### src/rtl/dtns_pkg.sv
// Shared types and constants for the duration text parser.
package dtns_pkg;

   localparam int unsigned COUNT_W  = 64;
   localparam int unsigned FACTOR_W = 47;
   localparam int unsigned NS_W     = 63;
   localparam int unsigned CHAR_W   = 8;
   localparam int unsigned STATUS_W = 3;

   typedef enum logic [STATUS_W-1:0] {
      STATUS_OK        = 3'd0,
      STATUS_EMPTY     = 3'd1,
      STATUS_DIGIT_OVF = 3'd2,
      STATUS_ZERO      = 3'd3,
      STATUS_BAD_UNIT  = 3'd4,
      STATUS_NS_OVF    = 3'd5
   } status_type;

   localparam logic [CHAR_W-1:0] CHAR_NUL   = 8'h00;
   localparam logic [CHAR_W-1:0] CHAR_DIG_0 = 8'h30;
   localparam logic [CHAR_W-1:0] CHAR_DIG_9 = 8'h39;
   localparam logic [CHAR_W-1:0] CHAR_N     = 8'h6e;
   localparam logic [CHAR_W-1:0] CHAR_U     = 8'h75;
   localparam logic [CHAR_W-1:0] CHAR_M     = 8'h6d;
   localparam logic [CHAR_W-1:0] CHAR_S     = 8'h73;
   localparam logic [CHAR_W-1:0] CHAR_H     = 8'h68;
   localparam logic [CHAR_W-1:0] CHAR_D     = 8'h64;

   localparam logic [COUNT_W-1:0] SIGNED_MAX  = 64'd9223372036854775807;
   localparam logic [COUNT_W-1:0] NS_PER_NS   = 64'd1;
   localparam logic [COUNT_W-1:0] NS_PER_US   = 64'd1000;
   localparam logic [COUNT_W-1:0] NS_PER_MS   = 64'd1000000;
   localparam logic [COUNT_W-1:0] NS_PER_S    = 64'd1000000000;
   localparam logic [COUNT_W-1:0] NS_PER_MIN  = 64'd60000000000;
   localparam logic [COUNT_W-1:0] NS_PER_HOUR = 64'd3600000000000;
   localparam logic [COUNT_W-1:0] NS_PER_DAY  = 64'd86400000000000;

   localparam logic [COUNT_W-1:0] LIMIT_NS   = SIGNED_MAX / NS_PER_NS;
   localparam logic [COUNT_W-1:0] LIMIT_US   = SIGNED_MAX / NS_PER_US;
   localparam logic [COUNT_W-1:0] LIMIT_MS   = SIGNED_MAX / NS_PER_MS;
   localparam logic [COUNT_W-1:0] LIMIT_S    = SIGNED_MAX / NS_PER_S;
   localparam logic [COUNT_W-1:0] LIMIT_MIN  = SIGNED_MAX / NS_PER_MIN;
   localparam logic [COUNT_W-1:0] LIMIT_HOUR = SIGNED_MAX / NS_PER_HOUR;
   localparam logic [COUNT_W-1:0] LIMIT_DAY  = SIGNED_MAX / NS_PER_DAY;

   typedef struct packed {
      logic                valid;
      logic [COUNT_W-1:0]  count;
      logic [FACTOR_W-1:0] factor;
      status_type          status;
   } term_type;

endpackage

### src/rtl/dtns_req_if.sv
// Text byte channel interface.
interface dtns_req_if;
   logic       valid;
   logic       ready;
   logic [7:0] char_code;

   modport source (output valid, output char_code, input ready);
   modport sink (input valid, input char_code, output ready);
endinterface

### src/rtl/dtns_rsp_if.sv
// Duration result channel interface.
interface dtns_rsp_if;
   logic        valid;
   logic        ready;
   logic [62:0] elapsed_ns;
   logic [2:0]  status;

   modport source (output valid, output elapsed_ns, output status, input ready);
   modport sink (input valid, input elapsed_ns, input status, output ready);
endinterface

### src/rtl/dtns_parser.sv
// Input register, digit accumulator and unit decoder.
module dtns_parser (
   input  logic               clock,
   input  logic               reset,
   dtns_req_if.sink           req,
   output dtns_pkg::term_type term,
   input  logic               term_ready
);

   logic                           in_valid_ff, in_valid_in;
   logic [dtns_pkg::CHAR_W-1:0]    char_ff, char_in;

   logic                           at_start_ff, at_start_in;
   logic                           in_unit_ff, in_unit_in;
   logic [dtns_pkg::COUNT_W-1:0]   total_ff, total_in;
   logic                           ovf_ff, ovf_in;
   logic [dtns_pkg::CHAR_W-1:0]    unit_c0_ff, unit_c0_in;
   logic [dtns_pkg::CHAR_W-1:0]    unit_c1_ff, unit_c1_in;
   logic [1:0]                     unit_len_ff, unit_len_in;

   logic                           is_nul;
   logic                           is_digit;
   logic                           take;
   logic [dtns_pkg::COUNT_W+3:0]   next_total;
   logic [dtns_pkg::FACTOR_W-1:0]  factor;
   logic [dtns_pkg::COUNT_W-1:0]   limit;
   dtns_pkg::status_type           status;

   assign is_nul   = (char_ff == dtns_pkg::CHAR_NUL);
   assign is_digit = !in_unit_ff && (char_ff >= dtns_pkg::CHAR_DIG_0)
                     && (char_ff <= dtns_pkg::CHAR_DIG_9);
   assign take     = in_valid_ff && (!is_nul || term_ready);
   assign req.ready = !in_valid_ff || take;

   assign next_total = ({4'b0, total_ff} << 3) + ({4'b0, total_ff} << 1)
                       + {64'b0, char_ff[3:0]};

   always_comb begin
      factor = '0;
      limit  = '0;
      if (unit_len_ff == 2'd1) begin
         unique case (unit_c0_ff)
            dtns_pkg::CHAR_S: begin
               factor = dtns_pkg::NS_PER_S[dtns_pkg::FACTOR_W-1:0];
               limit  = dtns_pkg::LIMIT_S;
            end
            dtns_pkg::CHAR_M: begin
               factor = dtns_pkg::NS_PER_MIN[dtns_pkg::FACTOR_W-1:0];
               limit  = dtns_pkg::LIMIT_MIN;
            end
            dtns_pkg::CHAR_H: begin
               factor = dtns_pkg::NS_PER_HOUR[dtns_pkg::FACTOR_W-1:0];
               limit  = dtns_pkg::LIMIT_HOUR;
            end
            dtns_pkg::CHAR_D: begin
               factor = dtns_pkg::NS_PER_DAY[dtns_pkg::FACTOR_W-1:0];
               limit  = dtns_pkg::LIMIT_DAY;
            end
            default: begin
               factor = '0;
               limit  = '0;
            end
         endcase
      end else if (unit_len_ff == 2'd2 && unit_c1_ff == dtns_pkg::CHAR_S) begin
         unique case (unit_c0_ff)
            dtns_pkg::CHAR_N: begin
               factor = dtns_pkg::NS_PER_NS[dtns_pkg::FACTOR_W-1:0];
               limit  = dtns_pkg::LIMIT_NS;
            end
            dtns_pkg::CHAR_U: begin
               factor = dtns_pkg::NS_PER_US[dtns_pkg::FACTOR_W-1:0];
               limit  = dtns_pkg::LIMIT_US;
            end
            dtns_pkg::CHAR_M: begin
               factor = dtns_pkg::NS_PER_MS[dtns_pkg::FACTOR_W-1:0];
               limit  = dtns_pkg::LIMIT_MS;
            end
            default: begin
               factor = '0;
               limit  = '0;
            end
         endcase
      end
   end

   always_comb begin
      if (at_start_ff) begin
         status = dtns_pkg::STATUS_EMPTY;
      end else if (ovf_ff) begin
         status = dtns_pkg::STATUS_DIGIT_OVF;
      end else if (total_ff == '0) begin
         status = dtns_pkg::STATUS_ZERO;
      end else if (factor == '0) begin
         status = dtns_pkg::STATUS_BAD_UNIT;
      end else if (total_ff > limit) begin
         status = dtns_pkg::STATUS_NS_OVF;
      end else begin
         status = dtns_pkg::STATUS_OK;
      end
   end

   assign term.valid  = in_valid_ff && is_nul;
   assign term.count  = total_ff;
   assign term.factor = (status == dtns_pkg::STATUS_OK) ? factor : '0;
   assign term.status = status;

   always_comb begin
      in_valid_in = in_valid_ff;
      char_in     = char_ff;
      if (req.ready) begin
         in_valid_in = req.valid;
         char_in     = req.char_code;
      end
   end

   always_comb begin
      at_start_in = at_start_ff;
      in_unit_in  = in_unit_ff;
      total_in    = total_ff;
      ovf_in      = ovf_ff;
      unit_c0_in  = unit_c0_ff;
      unit_c1_in  = unit_c1_ff;
      unit_len_in = unit_len_ff;
      if (take) begin
         if (is_nul) begin
            at_start_in = 1'b1;
            in_unit_in  = 1'b0;
            total_in    = '0;
            ovf_in      = 1'b0;
            unit_c0_in  = '0;
            unit_c1_in  = '0;
            unit_len_in = '0;
         end else begin
            at_start_in = 1'b0;
            if (is_digit) begin
               if (!ovf_ff) begin
                  if (next_total[dtns_pkg::COUNT_W+3:dtns_pkg::COUNT_W] != 4'd0) begin
                     ovf_in = 1'b1;
                  end else begin
                     total_in = next_total[dtns_pkg::COUNT_W-1:0];
                  end
               end
            end else begin
               in_unit_in = 1'b1;
               if (unit_len_ff == 2'd0) begin
                  unit_c0_in = char_ff;
               end else if (unit_len_ff == 2'd1) begin
                  unit_c1_in = char_ff;
               end
               if (unit_len_ff != 2'd3) begin
                  unit_len_in = unit_len_ff + 2'd1;
               end
            end
         end
      end
   end

   always_ff @(posedge clock) begin
      char_ff <= char_in;
      if (reset) begin
         in_valid_ff <= 1'b0;
         at_start_ff <= 1'b1;
         in_unit_ff  <= 1'b0;
         total_ff    <= '0;
         ovf_ff      <= 1'b0;
         unit_c0_ff  <= '0;
         unit_c1_ff  <= '0;
         unit_len_ff <= '0;
      end else begin
         in_valid_ff <= in_valid_in;
         at_start_ff <= at_start_in;
         in_unit_ff  <= in_unit_in;
         total_ff    <= total_in;
         ovf_ff      <= ovf_in;
         unit_c0_ff  <= unit_c0_in;
         unit_c1_ff  <= unit_c1_in;
         unit_len_ff <= unit_len_in;
      end
   end

`ifndef SYNTHESIS
   a_term_clears_state: assert property (@(posedge clock) disable iff (reset)
      (take && is_nul) |=> (at_start_ff && total_ff == '0 && unit_len_ff == 2'd0))
      else $error("parse state not cleared after terminator");

   a_unit_has_length: assert property (@(posedge clock) disable iff (reset)
      in_unit_ff |-> (unit_len_ff != 2'd0))
      else $error("unit part flagged with no unit bytes");

   a_start_is_blank: assert property (@(posedge clock) disable iff (reset)
      at_start_ff |-> (!in_unit_ff && !ovf_ff && total_ff == '0))
      else $error("state not blank at text start");
`endif

endmodule

### src/rtl/dtns_scaler.sv
// Pipelined constant-factor multiply and result register.
module dtns_scaler (
   input  logic               clock,
   input  logic               reset,
   input  dtns_pkg::term_type term,
   output logic               term_ready,
   dtns_rsp_if.source         rsp
);

   logic                            s1_valid_ff, s1_valid_in;
   logic [dtns_pkg::COUNT_W-1:0]    s1_count_ff, s1_count_in;
   logic [dtns_pkg::FACTOR_W-1:0]   s1_factor_ff, s1_factor_in;
   dtns_pkg::status_type            s1_status_ff, s1_status_in;

   logic                            s2_valid_ff, s2_valid_in;
   logic [63:0]                     s2_p_ll_ff, s2_p_ll_in;
   logic [31:0]                     s2_p_hl_ff, s2_p_hl_in;
   logic [31:0]                     s2_p_lh_ff, s2_p_lh_in;
   dtns_pkg::status_type            s2_status_ff, s2_status_in;

   logic                            out_valid_ff, out_valid_in;
   logic [dtns_pkg::NS_W-1:0]       out_ns_ff, out_ns_in;
   dtns_pkg::status_type            out_status_ff, out_status_in;

   logic                            out_free;
   logic                            s2_free;
   logic                            s1_free;
   logic [31:0]                     prod_hl;
   logic [31:0]                     prod_lh;
   logic [31:0]                     mid_sum;
   logic [63:0]                     total_sum;

   assign out_free   = !out_valid_ff || rsp.ready;
   assign s2_free    = !s2_valid_ff || out_free;
   assign s1_free    = !s1_valid_ff || s2_free;
   assign term_ready = s1_free;

   assign prod_hl   = s1_count_ff[63:32] * s1_factor_ff[31:0];
   assign prod_lh   = s1_count_ff[31:0] * {17'b0, s1_factor_ff[46:32]};
   assign mid_sum   = s2_p_hl_ff + s2_p_lh_ff;
   assign total_sum = s2_p_ll_ff + {mid_sum, 32'b0};

   always_comb begin
      s1_valid_in  = s1_valid_ff;
      s1_count_in  = s1_count_ff;
      s1_factor_in = s1_factor_ff;
      s1_status_in = s1_status_ff;
      if (s1_free) begin
         s1_valid_in = term.valid;
         if (term.valid) begin
            s1_count_in  = term.count;
            s1_factor_in = term.factor;
            s1_status_in = term.status;
         end
      end
   end

   always_comb begin
      s2_valid_in  = s2_valid_ff;
      s2_p_ll_in   = s2_p_ll_ff;
      s2_p_hl_in   = s2_p_hl_ff;
      s2_p_lh_in   = s2_p_lh_ff;
      s2_status_in = s2_status_ff;
      if (s2_free) begin
         s2_valid_in = s1_valid_ff;
         if (s1_valid_ff) begin
            s2_p_ll_in   = {32'b0, s1_count_ff[31:0]} * {32'b0, s1_factor_ff[31:0]};
            s2_p_hl_in   = prod_hl;
            s2_p_lh_in   = prod_lh;
            s2_status_in = s1_status_ff;
         end
      end
   end

   always_comb begin
      out_valid_in  = out_valid_ff;
      out_ns_in     = out_ns_ff;
      out_status_in = out_status_ff;
      if (out_free) begin
         out_valid_in = s2_valid_ff;
         if (s2_valid_ff) begin
            out_ns_in     = total_sum[dtns_pkg::NS_W-1:0];
            out_status_in = s2_status_ff;
         end
      end
   end

   assign rsp.valid      = out_valid_ff;
   assign rsp.elapsed_ns = out_ns_ff;
   assign rsp.status     = out_status_ff;

   always_ff @(posedge clock) begin
      s1_count_ff   <= s1_count_in;
      s1_factor_ff  <= s1_factor_in;
      s1_status_ff  <= s1_status_in;
      s2_p_ll_ff    <= s2_p_ll_in;
      s2_p_hl_ff    <= s2_p_hl_in;
      s2_p_lh_ff    <= s2_p_lh_in;
      s2_status_ff  <= s2_status_in;
      out_ns_ff     <= out_ns_in;
      out_status_ff <= out_status_in;
      if (reset) begin
         s1_valid_ff  <= 1'b0;
         s2_valid_ff  <= 1'b0;
         out_valid_ff <= 1'b0;
      end else begin
         s1_valid_ff  <= s1_valid_in;
         s2_valid_ff  <= s2_valid_in;
         out_valid_ff <= out_valid_in;
      end
   end

`ifndef SYNTHESIS
   a_error_zero_ns: assert property (@(posedge clock) disable iff (reset)
      (out_valid_ff && out_status_ff != dtns_pkg::STATUS_OK) |-> (out_ns_ff == '0))
      else $error("nonzero duration on error status");

   a_out_from_s2: assert property (@(posedge clock) disable iff (reset)
      $rose(out_valid_ff) |-> $past(s2_valid_ff))
      else $error("result appeared without a pipeline item");

   a_error_zero_factor: assert property (@(posedge clock) disable iff (reset)
      (s1_valid_ff && s1_status_ff != dtns_pkg::STATUS_OK) |-> (s1_factor_ff == '0))
      else $error("nonzero factor on error status");
`endif

endmodule

### src/rtl/duration_text_to_nanoseconds.sv
// Duration text parser top level.
//   channel  dir  payload                      accept
//   req      in   char_code[7:0]               req.valid && req.ready
//   rsp      out  elapsed_ns[62:0] status[2:0]  rsp.valid && rsp.ready
// One text byte is taken per cycle while no zero byte waits for the term stage;
// non-zero bytes update the parse state in the cycle after capture. A zero byte
// passes the input, term and partial-product registers to the result register.
// Reset is synchronous and clears the parse state and all valid flags.
// A stalled result holds; digit and unit bytes keep moving, and a zero byte
// waits in the input register once every stage behind it is full.
module duration_text_to_nanoseconds (
   input logic         clock,
   input logic         reset,
   dtns_req_if.sink    req,
   dtns_rsp_if.source  rsp
);

   dtns_pkg::term_type term;
   logic               term_ready;

   dtns_parser u_parser (
      .clock      (clock),
      .reset      (reset),
      .req        (req),
      .term       (term),
      .term_ready (term_ready)
   );

   dtns_scaler u_scaler (
      .clock      (clock),
      .reset      (reset),
      .term       (term),
      .term_ready (term_ready),
      .rsp        (rsp)
   );

endmodule

### src/flat_wrapper.sv
// flat-port wrapper written by rule: the top's interface ports become plain ports
module duration_text_to_nanoseconds_flat 
  (clock, reset, req_valid, req_char_code, req_ready, rsp_valid, rsp_elapsed_ns, rsp_status, rsp_ready);
  dtns_req_if req_i ();
  dtns_rsp_if rsp_i ();
  input logic clock;
  input logic reset;
  input wire logic [$bits(req_i.valid)-1:0] req_valid;
  input wire logic [$bits(req_i.char_code)-1:0] req_char_code;
  output wire logic [$bits(req_i.ready)-1:0] req_ready;
  output wire logic [$bits(rsp_i.valid)-1:0] rsp_valid;
  output wire logic [$bits(rsp_i.elapsed_ns)-1:0] rsp_elapsed_ns;
  output wire logic [$bits(rsp_i.status)-1:0] rsp_status;
  input wire logic [$bits(rsp_i.ready)-1:0] rsp_ready;
  assign req_i.valid = req_valid;
  assign req_i.char_code = req_char_code;
  assign req_ready = req_i.ready;
  assign rsp_valid = rsp_i.valid;
  assign rsp_elapsed_ns = rsp_i.elapsed_ns;
  assign rsp_status = rsp_i.status;
  assign rsp_i.ready = rsp_ready;
  duration_text_to_nanoseconds u_core (.clock(clock), .reset(reset), .req(req_i), .rsp(rsp_i));
endmodule
### config.mk
export PLATFORM = sky130hd
export DESIGN_NAME = duration_text_to_nanoseconds_flat
export DESIGN_NICKNAME = d
export VERILOG_FILES = /design/src/rtl/dtns_pkg.sv /design/src/rtl/dtns_req_if.sv /design/src/rtl/dtns_rsp_if.sv /design/src/rtl/dtns_parser.sv /design/src/rtl/dtns_scaler.sv /design/src/rtl/duration_text_to_nanoseconds.sv /design/src/flat_wrapper.sv
export SDC_FILE = /design/constraint.sdc
export NUM_CORES = 2
export LEC_CHECK = 0
export ABC_AREA = 0
export BUFFER_PORTS_ARGS = -buffer_cell sky130_fd_sc_hd__buf_4
export CAP_MARGIN = 20
export CORE_UTILIZATION = 46
export CTS_CLUSTER_SIZE = 16
export DETAILED_ROUTE_END_ITERATION = 6
export PLACE_DENSITY = 0.69
export SYNTH_ARGS = -nofsm -noshare
export SYNTH_HDL_FRONTEND = slang
export SYNTH_HIERARCHICAL = 1
export SYNTH_SLANG_ARGS = --single-unit
### constraint.sdc
create_clock -name clock -period 13.4 [get_ports clock]
set_input_delay 0 -clock clock [delete_from_list [all_inputs] [get_ports clock]]
set_output_delay 0 -clock clock [all_outputs]
set_load 0.05 [all_outputs]
* Yosys cells after proc, flatten, opt, wreduce, memory -nomap -nowiden
Index checks and enable logic that the tools add are counted.
** Word-level totals
- Output and inout port bits :: 68
- Word-level logic and storage cells :: 115
- Bits of input ports :: 12
- Register bits after elaboration :: 405
** Cells by class
- Multipliers :: 3
- Order comparisons :: 3
- Reduce and logical (&&, ||, !) cells :: 35
- $add $sub $neg :: 5
- Equality and inequality tests :: 14
- Multiplexer cells :: 34
** Operators by type and width (count)
- two-way mux 64 bit :: 5
- one-hot mux 63 bit (3 select lines) :: 1
- one-hot mux 47 bit (4 select lines) :: 1
- one-hot mux 34 bit (4 select lines) :: 1
- adder 67 x 65 -> 68 bit :: 1
- adder 68 x 4 -> 68 bit :: 1
- > comparator 64 bit :: 1
- logical NOT 64 bit :: 1
- adder 63 bit :: 1
- multiplier 32 x 32 -> 63 bit :: 1
- two-way mux 63 bit :: 1
- one-hot mux 20 bit (3 select lines) :: 1
- == test 8 x 7 -> 1 bit, second input constant :: 7
- two-way mux 8 bit :: 7
- logical NOT 47 bit :: 1
- two-way mux 47 bit :: 1
- multiplier 32 x 15 -> 31 bit :: 1
- multiplier 32 x 32 -> 31 bit :: 1
- adder 31 bit :: 1
- two-way mux 20 bit :: 1
- two-way mux 3 bit :: 5
- AND reduction 2 bit :: 5
- greater-or-equal comparator 8 x 6 -> 1 bit, second input constant :: 1
- less-or-equal comparator 8 x 6 -> 1 bit, second input constant :: 1
- 17 further kinds :: 46

* Depth between registers and ports, before layout
- Depth after elaboration :: 11
- Depth in mapped cells :: 28
- Gate-level depth less buffers :: 26

* Hierarchy
The synthesis kept the hierarchy.
** Modules (own cells, without submodules)
- dtns_scaler :: times used 1, cells each 7243, area an instance 69969.6 um2
- dtns_parser :: times used 1, cells each 1330, area an instance 10510.1 um2

* Worst setup path after synthesis
No wires, ideal clock.
- Kind :: flip-flop to flip-flop
- Start point :: reg u_core.u_scaler.out_valid_ff (netlist: u_core/u_scaler/rsp.valid)
- End point :: reg u_core.u_scaler.s2_p_hl_ff[0] (enable)
- Stages on the path, launching flop included :: 3
- Clock period less this slack :: 10.793 ns
- Arrival time :: 9.982 ns
- Data required time :: 12.589 ns
- Slack :: 2.607 ns
- Library setup time :: 0.811 ns
- Path through :: dfxtp_1 nor2b_1 a21boi_0
** On the way
- Longest elaborated chain between the ends :: 4
** Ends and longest elaborated chain
- start, declared :: line dtns_scaler.sv:21 : logic out_valid_ff, out_valid_in;
- start signal, assigned :: line dtns_scaler.sv:109 : out_valid_ff <= out_valid_in;
- logical NOT 1 bit :: line dtns_scaler.sv:33 : assign out_free = !out_valid_ff || rsp.ready;
- logical OR 1 bit :: line dtns_scaler.sv:33
- logical OR 1 bit :: line dtns_scaler.sv:34 : assign s2_free = !s2_valid_ff || out_free;
- AND reduction 2 bit (no source line)
- end signal, assigned :: line dtns_scaler.sv:97 : s2_p_hl_ff <= s2_p_hl_in;
- end, declared :: line dtns_scaler.sv:17 : logic [31:0] s2_p_hl_ff, s2_p_hl_in;
No other way between the ends.
A chain may end at the register's enable or synchronous reset.

* Worst setup path in the final report
- Start point :: reg u_core/u_scaler/s1_count_ff[9] in the netlist's numbering
- End point :: reg u_core.u_scaler.s2_p_ll_ff[61], data pin
** On the way
- Longest elaborated chain between the ends :: 1
** Ends and longest elaborated chain
- start, declared :: line dtns_scaler.sv:11 : logic [dtns_pkg::COUNT_W-1:0] s1_count_ff, s1_count_in;
- start signal, assigned :: line dtns_scaler.sv:93 : s1_count_ff <= s1_count_in;
- multiplier 32 x 32 -> 63 bit :: line dtns_scaler.sv:67 : s2_p_ll_in = {32'b0, s1_count_ff[31:0]} * {32'b0, s1_factor_ff[31:0]};
- end signal, assigned :: line dtns_scaler.sv:96 : s2_p_ll_ff <= s2_p_ll_in;
- end, declared :: line dtns_scaler.sv:16 : logic [63:0] s2_p_ll_ff, s2_p_ll_in;
No other way between the ends.

==> run summary <==
Summing all multi-input logic gate instances after layout gives 61430 µm². By area the synthesized netlist is led by fa_1 (39%), edfxtp_1 (12%), ha_1 (11%). Data arrives at the worst endpoint at 9.12 ns. The delay of the slowest critical-path stage was 0.61 ns; the count of flip-flops with a built-in enable after synthesis was 315. The number of I/O port buffers was 79; the overall die area was 176600 µm². The count of final hold-check violations came out at 0. Setup repair after global routing left no endpoint under its margin.

The run gives 0.69 ns as the clock insertion delay at the later pin of the skew report. The analysis attributes to cell leakage a power of 40.79 nW. The signal on the critical path passes through buf_4 -> and2_1 -> fa_1 -> inv_1 -> fa_1 -> inv_1 -> fa_1 -> inv_1 -> fa_1 -> inv_1 -> fa_1 -> fa_1 -> fa_1 -> fa_1 -> ha_1 -> nand4_1 -> or3_1 -> o31ai_1 -> o21bai_2 -> o211a_1 -> nor3_2 -> a31o_2 -> o22ai_1 -> xnor2_1. The warning count from the yosys run was 6; the via-per-instance ratio was 5.507.

In this run the tightest slew margin relative to its limit is 24.77%. Global-route wire length before repair: 353.7 mm. Classification of the worst setup path: reg2reg. Among all cell types in the netlist, the one instantiated most often is inv_1. The tools report the capture instance of the worst register-to-register path as u_core/u_scaler/s2_p_ll_ff[61]$_DFFE_PP_.

The run finished with clean final reports. The cell count after synthesis came out at 8573. The first routing iteration left 4259 violations.

The worst reg-to-reg setup slack was 4.70 ns; the number of max-capacitance violations reported was 0. The portion of synthesized cell area occupied by the leading cell type came out at 38.68%. The congestion estimate from routability-driven global placement came to 0.9463.

The tools report the flip-flop and latch area as 11240 µm². The start of the worst register-to-register path was u_core/u_scaler/s1_count_ff[9]$_DFFE_PP_. In this run, distinct cell masters in the synthesized netlist total 91. The number of clock buffers added by TritonCTS is 51. The aggregate routed wire length was 222.3 mm; the peak supply drop was 80.80 µV. Tracing the worst setup path back leads to its startpoint at u_core/u_scaler/s1_count_ff[9]$_DFFE_PP_.

The remaining antenna violation count was 0; the layout-stage area growth over the synthesis result was 5.329%. The core region is 173800 µm². Between clock sinks in the finished design, the worst skew comes to 0.03614 ns. From left edge to right edge, the die measures 420.3 µm. Cell count of the worst reg-to-reg path: 24. The most frequent cell on the critical path is fa_1. The cell at the root of the clock tree was clkbuf_16. In this run the cell area of the synthesized design comes to 80480 µm². Clock-pin slew was measured on the worst setup and hold paths at 0.07 ns.

In the final layout, the share of cells above drive strength 1 is 4.004%. For this run, design rule violations remaining after detail routing come to 0. The share of the Yosys chip area taken by registers is 13.97%.

The type of the most critical hold path is in2reg. The post-route clock period utilization works out to 64.93%. Counting every sink on the clock net gives 404.

The total power divided by cell area is 44.45 nW/µm². The worst setup path is launched from a register. The number of pins exceeding their max-slew limit in the final report is 0, and the initial cell density of the core is 46.30%.

Derived from the worst setup path, the maximum achievable clock frequency is 114.9 MHz. The tools report the last element of the critical path as u_core/u_scaler/s2_p_ll_ff[61]$_DFFE_PP_. The synthesized area per cell came out at 9.388 µm². The die is 420.3 µm tall.

After legalization and detailed placement, the total HPWL measured 167.9 mm. Entering global routing, the biggest net connects 82 pins. TritonCTS built the clock tree. Sorting the synthesized cells by how often they occur yields inv_1 (1576), fa_1 (1555), nand2_1 (1216), and2_1 (881), ha_1 (688).

Most frequently used flop master after synthesis: edfxtp_1. The placement row count was 153; the setup-violating endpoint count in the final report was 0. The number of global-route vias before repair was 63181. For the worst setup path, the data required time is 13.82 ns.

The cell taking the most area after synthesis was fa_1. The tools report the count of filler cells inserted in the layout as 16175. Gates resized during post-CTS repair numbered 0. The total overflow reported by the global router came out at 0. Buffers added to address setup during post-CTS repair amount to 0. The slowest stage of the critical path is the edfxtp_1 cell. Of all nets on the critical path, the largest fanout is 34.

The mean routed wirelength per cell is 20.73 µm. 80 I/O pins were placed. Summed over all failing endpoints, the final setup total negative slack is 0 ns.

Global routing used 25.83% of the available tracks across all layers. Counting I/O delays and the setup requirement, the final critical path takes 8.701 ns. The transition at the pin with the smallest max-transition slack came out at 1.118 ns. The logs give 10606 for the number of nets in the layout and 3 for the buffer depth of the longest clock path.

The logs give 6 for the initial antenna violation count and 6 for the number of detailed-routing iterations run before antenna repair. The run gives 59035 as the vias after detailed routing. The tools report the element type at the critical path end as a register. The flip-flop and latch count after synthesis came out at 404. Overall power consumption after layout is estimated at 3.768 mW.

For this run, asynchronously set or reset flops after synthesis account for 0%. The H-tree generated during clock tree synthesis spans 2 levels.
-- logic make-up after synthesis --
kind of cell	after synthesis	share of synthesized area (%)
and+or+nand+nor	2671	16.35
adders and majority gates	2243	49.38
buffers and inverters	2057	9.813
AOI/OAI and AO/OA	877	6.974
DFF	404	13.97
xor gates and xnor gates	301	3.276
muxes	19	0.2363
other	1	0.004660
-- layout make-up --
type,count,area share (%)
multi-input cells,6119,72.46
flip-flops and latches,404,13.26
inverters,1576,6.979
well taps,2325,3.432
repair buffers,199,1.801
clock buffers,54,1.531
clock inverters,39,0.5240
diodes,4,0.01181
-- critical path, delay by kind of cell (launching register included) --
kind / cells / cell delay [ns]
XOR/XNOR: 1 / 0.14
AND/OR/NAND/NOR: 4 / 1.16
buffers and inverters: 5 / 0.58
adder cells (fa/ha/maj): 9 / 4.34
AO/OA/AOI/OAI: 5 / 1.56
flip-flops: 1 / 0.61
-- state kept, by name, summed over array words and instances, names as in the netlist, 2 cells and up --
signal and cells:
u_core/u_scaler/s1_status_ff 3, u_core/u_parser/unit_len_ff 2, u_core/u_scaler/s1_factor_ff 47, u_core/u_scaler/s2_status_ff 3, u_core/u_scaler/rsp.status 3, u_core/u_scaler/s1_count_ff 63
u_core/u_parser/unit_c1_ff 8, u_core/u_scaler/rsp.elapsed_ns 63, u_core/u_scaler/s2_p_hl_ff 31, u_core/u_scaler/s2_p_lh_ff 31, u_core/u_parser/total_ff 64, u_core/u_parser/unit_c0_ff 8
u_core/u_scaler/s2_p_ll_ff 63, u_core/u_parser/char_ff 8
-- per-layer routing --
metal  GRT usage (%)  vias up  wire, µm
li1                -    25950         -
met1           33.38    30201     88570
met2           42.24     2338    104200
met3           4.231      542     17000
met4           12.37        4     12470
met5               0        -        15
-- power breakdown --
part | switching, mW | leakage [nW] | internal, mW
combinational | 0.592 | 36.4 | 0.319
sequential | 0.00614 | 3.50 | 1.38
clock | 0.627 | 0.852 | 0.847
-- how the worst min path moves through the flow --
stage | start | end | slack [ns] | depth (start not counted)
final | req_char_code[0] | u_core/u_parser/char_ff[0]$_DFFE_PP_ | 0.06 | 2
after global routing | req_char_code[4] | u_core/u_parser/char_ff[4]$_DFFE_PP_ | 0.04 | 2
after CTS | req_char_code[3] | u_core/u_parser/char_ff[3]$_DFFE_PP_ | 0.02 | 2
after detailed placement | req_char_code[6] | u_core/u_parser/char_ff[6]$_DFFE_PP_ | 0.18 | 1
after global placement | req_char_code[4] | u_core/u_parser/char_ff[4]$_DFFE_PP_ | 0.18 | 1
after floorplan | reset | u_core/u_scaler/s1_valid_ff$_SDFFE_PP0N_ | 0.07 | 1
-- layout by cell type, fill, tap and decap left out, types with 13 or more instances in the layout --
cell / netlist / final
a211oi_1: 22 / 22
a21boi_0: 16 / 15
a21o_1: 131 / 131
a21oi_1: 263 / 263
a31oi_1: 26 / 25
and2_1: 881 / 881
and3_1: 26 / 26
buf_4: 29 / 186
clkbuf_16: 0 / 51
dfxtp_1: 89 / 89
dlygate4sd3_1: 0 / 13
edfxtp_1: 315 / 315
fa_1: 1555 / 1555
ha_1: 688 / 688
inv_1: 1576 / 1576
mux2i_1: 19 / 19
nand2_1: 1216 / 1216
nand2b_1: 31 / 31
nand3_1: 108 / 108
nand4_1: 59 / 59
nor2_1: 177 / 175
nor2b_1: 28 / 27
nor3_1: 48 / 48
nor4_1: 29 / 29
o211ai_1: 19 / 19
o21a_1: 35 / 35
o21ai_0: 154 / 154
o21ai_1: 52 / 52
o21bai_1: 45 / 45
or3_1: 14 / 14
xnor2_1: 221 / 221
xor2_1: 80 / 80
-- through the flow --
step                      cells  hold WS (ns)  cell area [µm²]  setup slack (ns)  utilization (%)
after floorplan            8580       0.06907            80510             2.607                -
after global placement    10610        0.1802            82890             4.907            47.69
after detailed placement  10610        0.1799            82890             4.787            47.69
after CTS                 10716       0.02271            84760             4.764            48.76
after global routing      10716       0.04114            84760             4.406            48.76
final                     10720       0.05686            84770             4.699            48.77
-- what timing repair did --
item,CTS,global route
hold buffers,13,0
endpoints found under the setup margin,0,0
endpoints found under the hold margin,38,0
No activity file was read; power rests on OpenSTA's default activity.
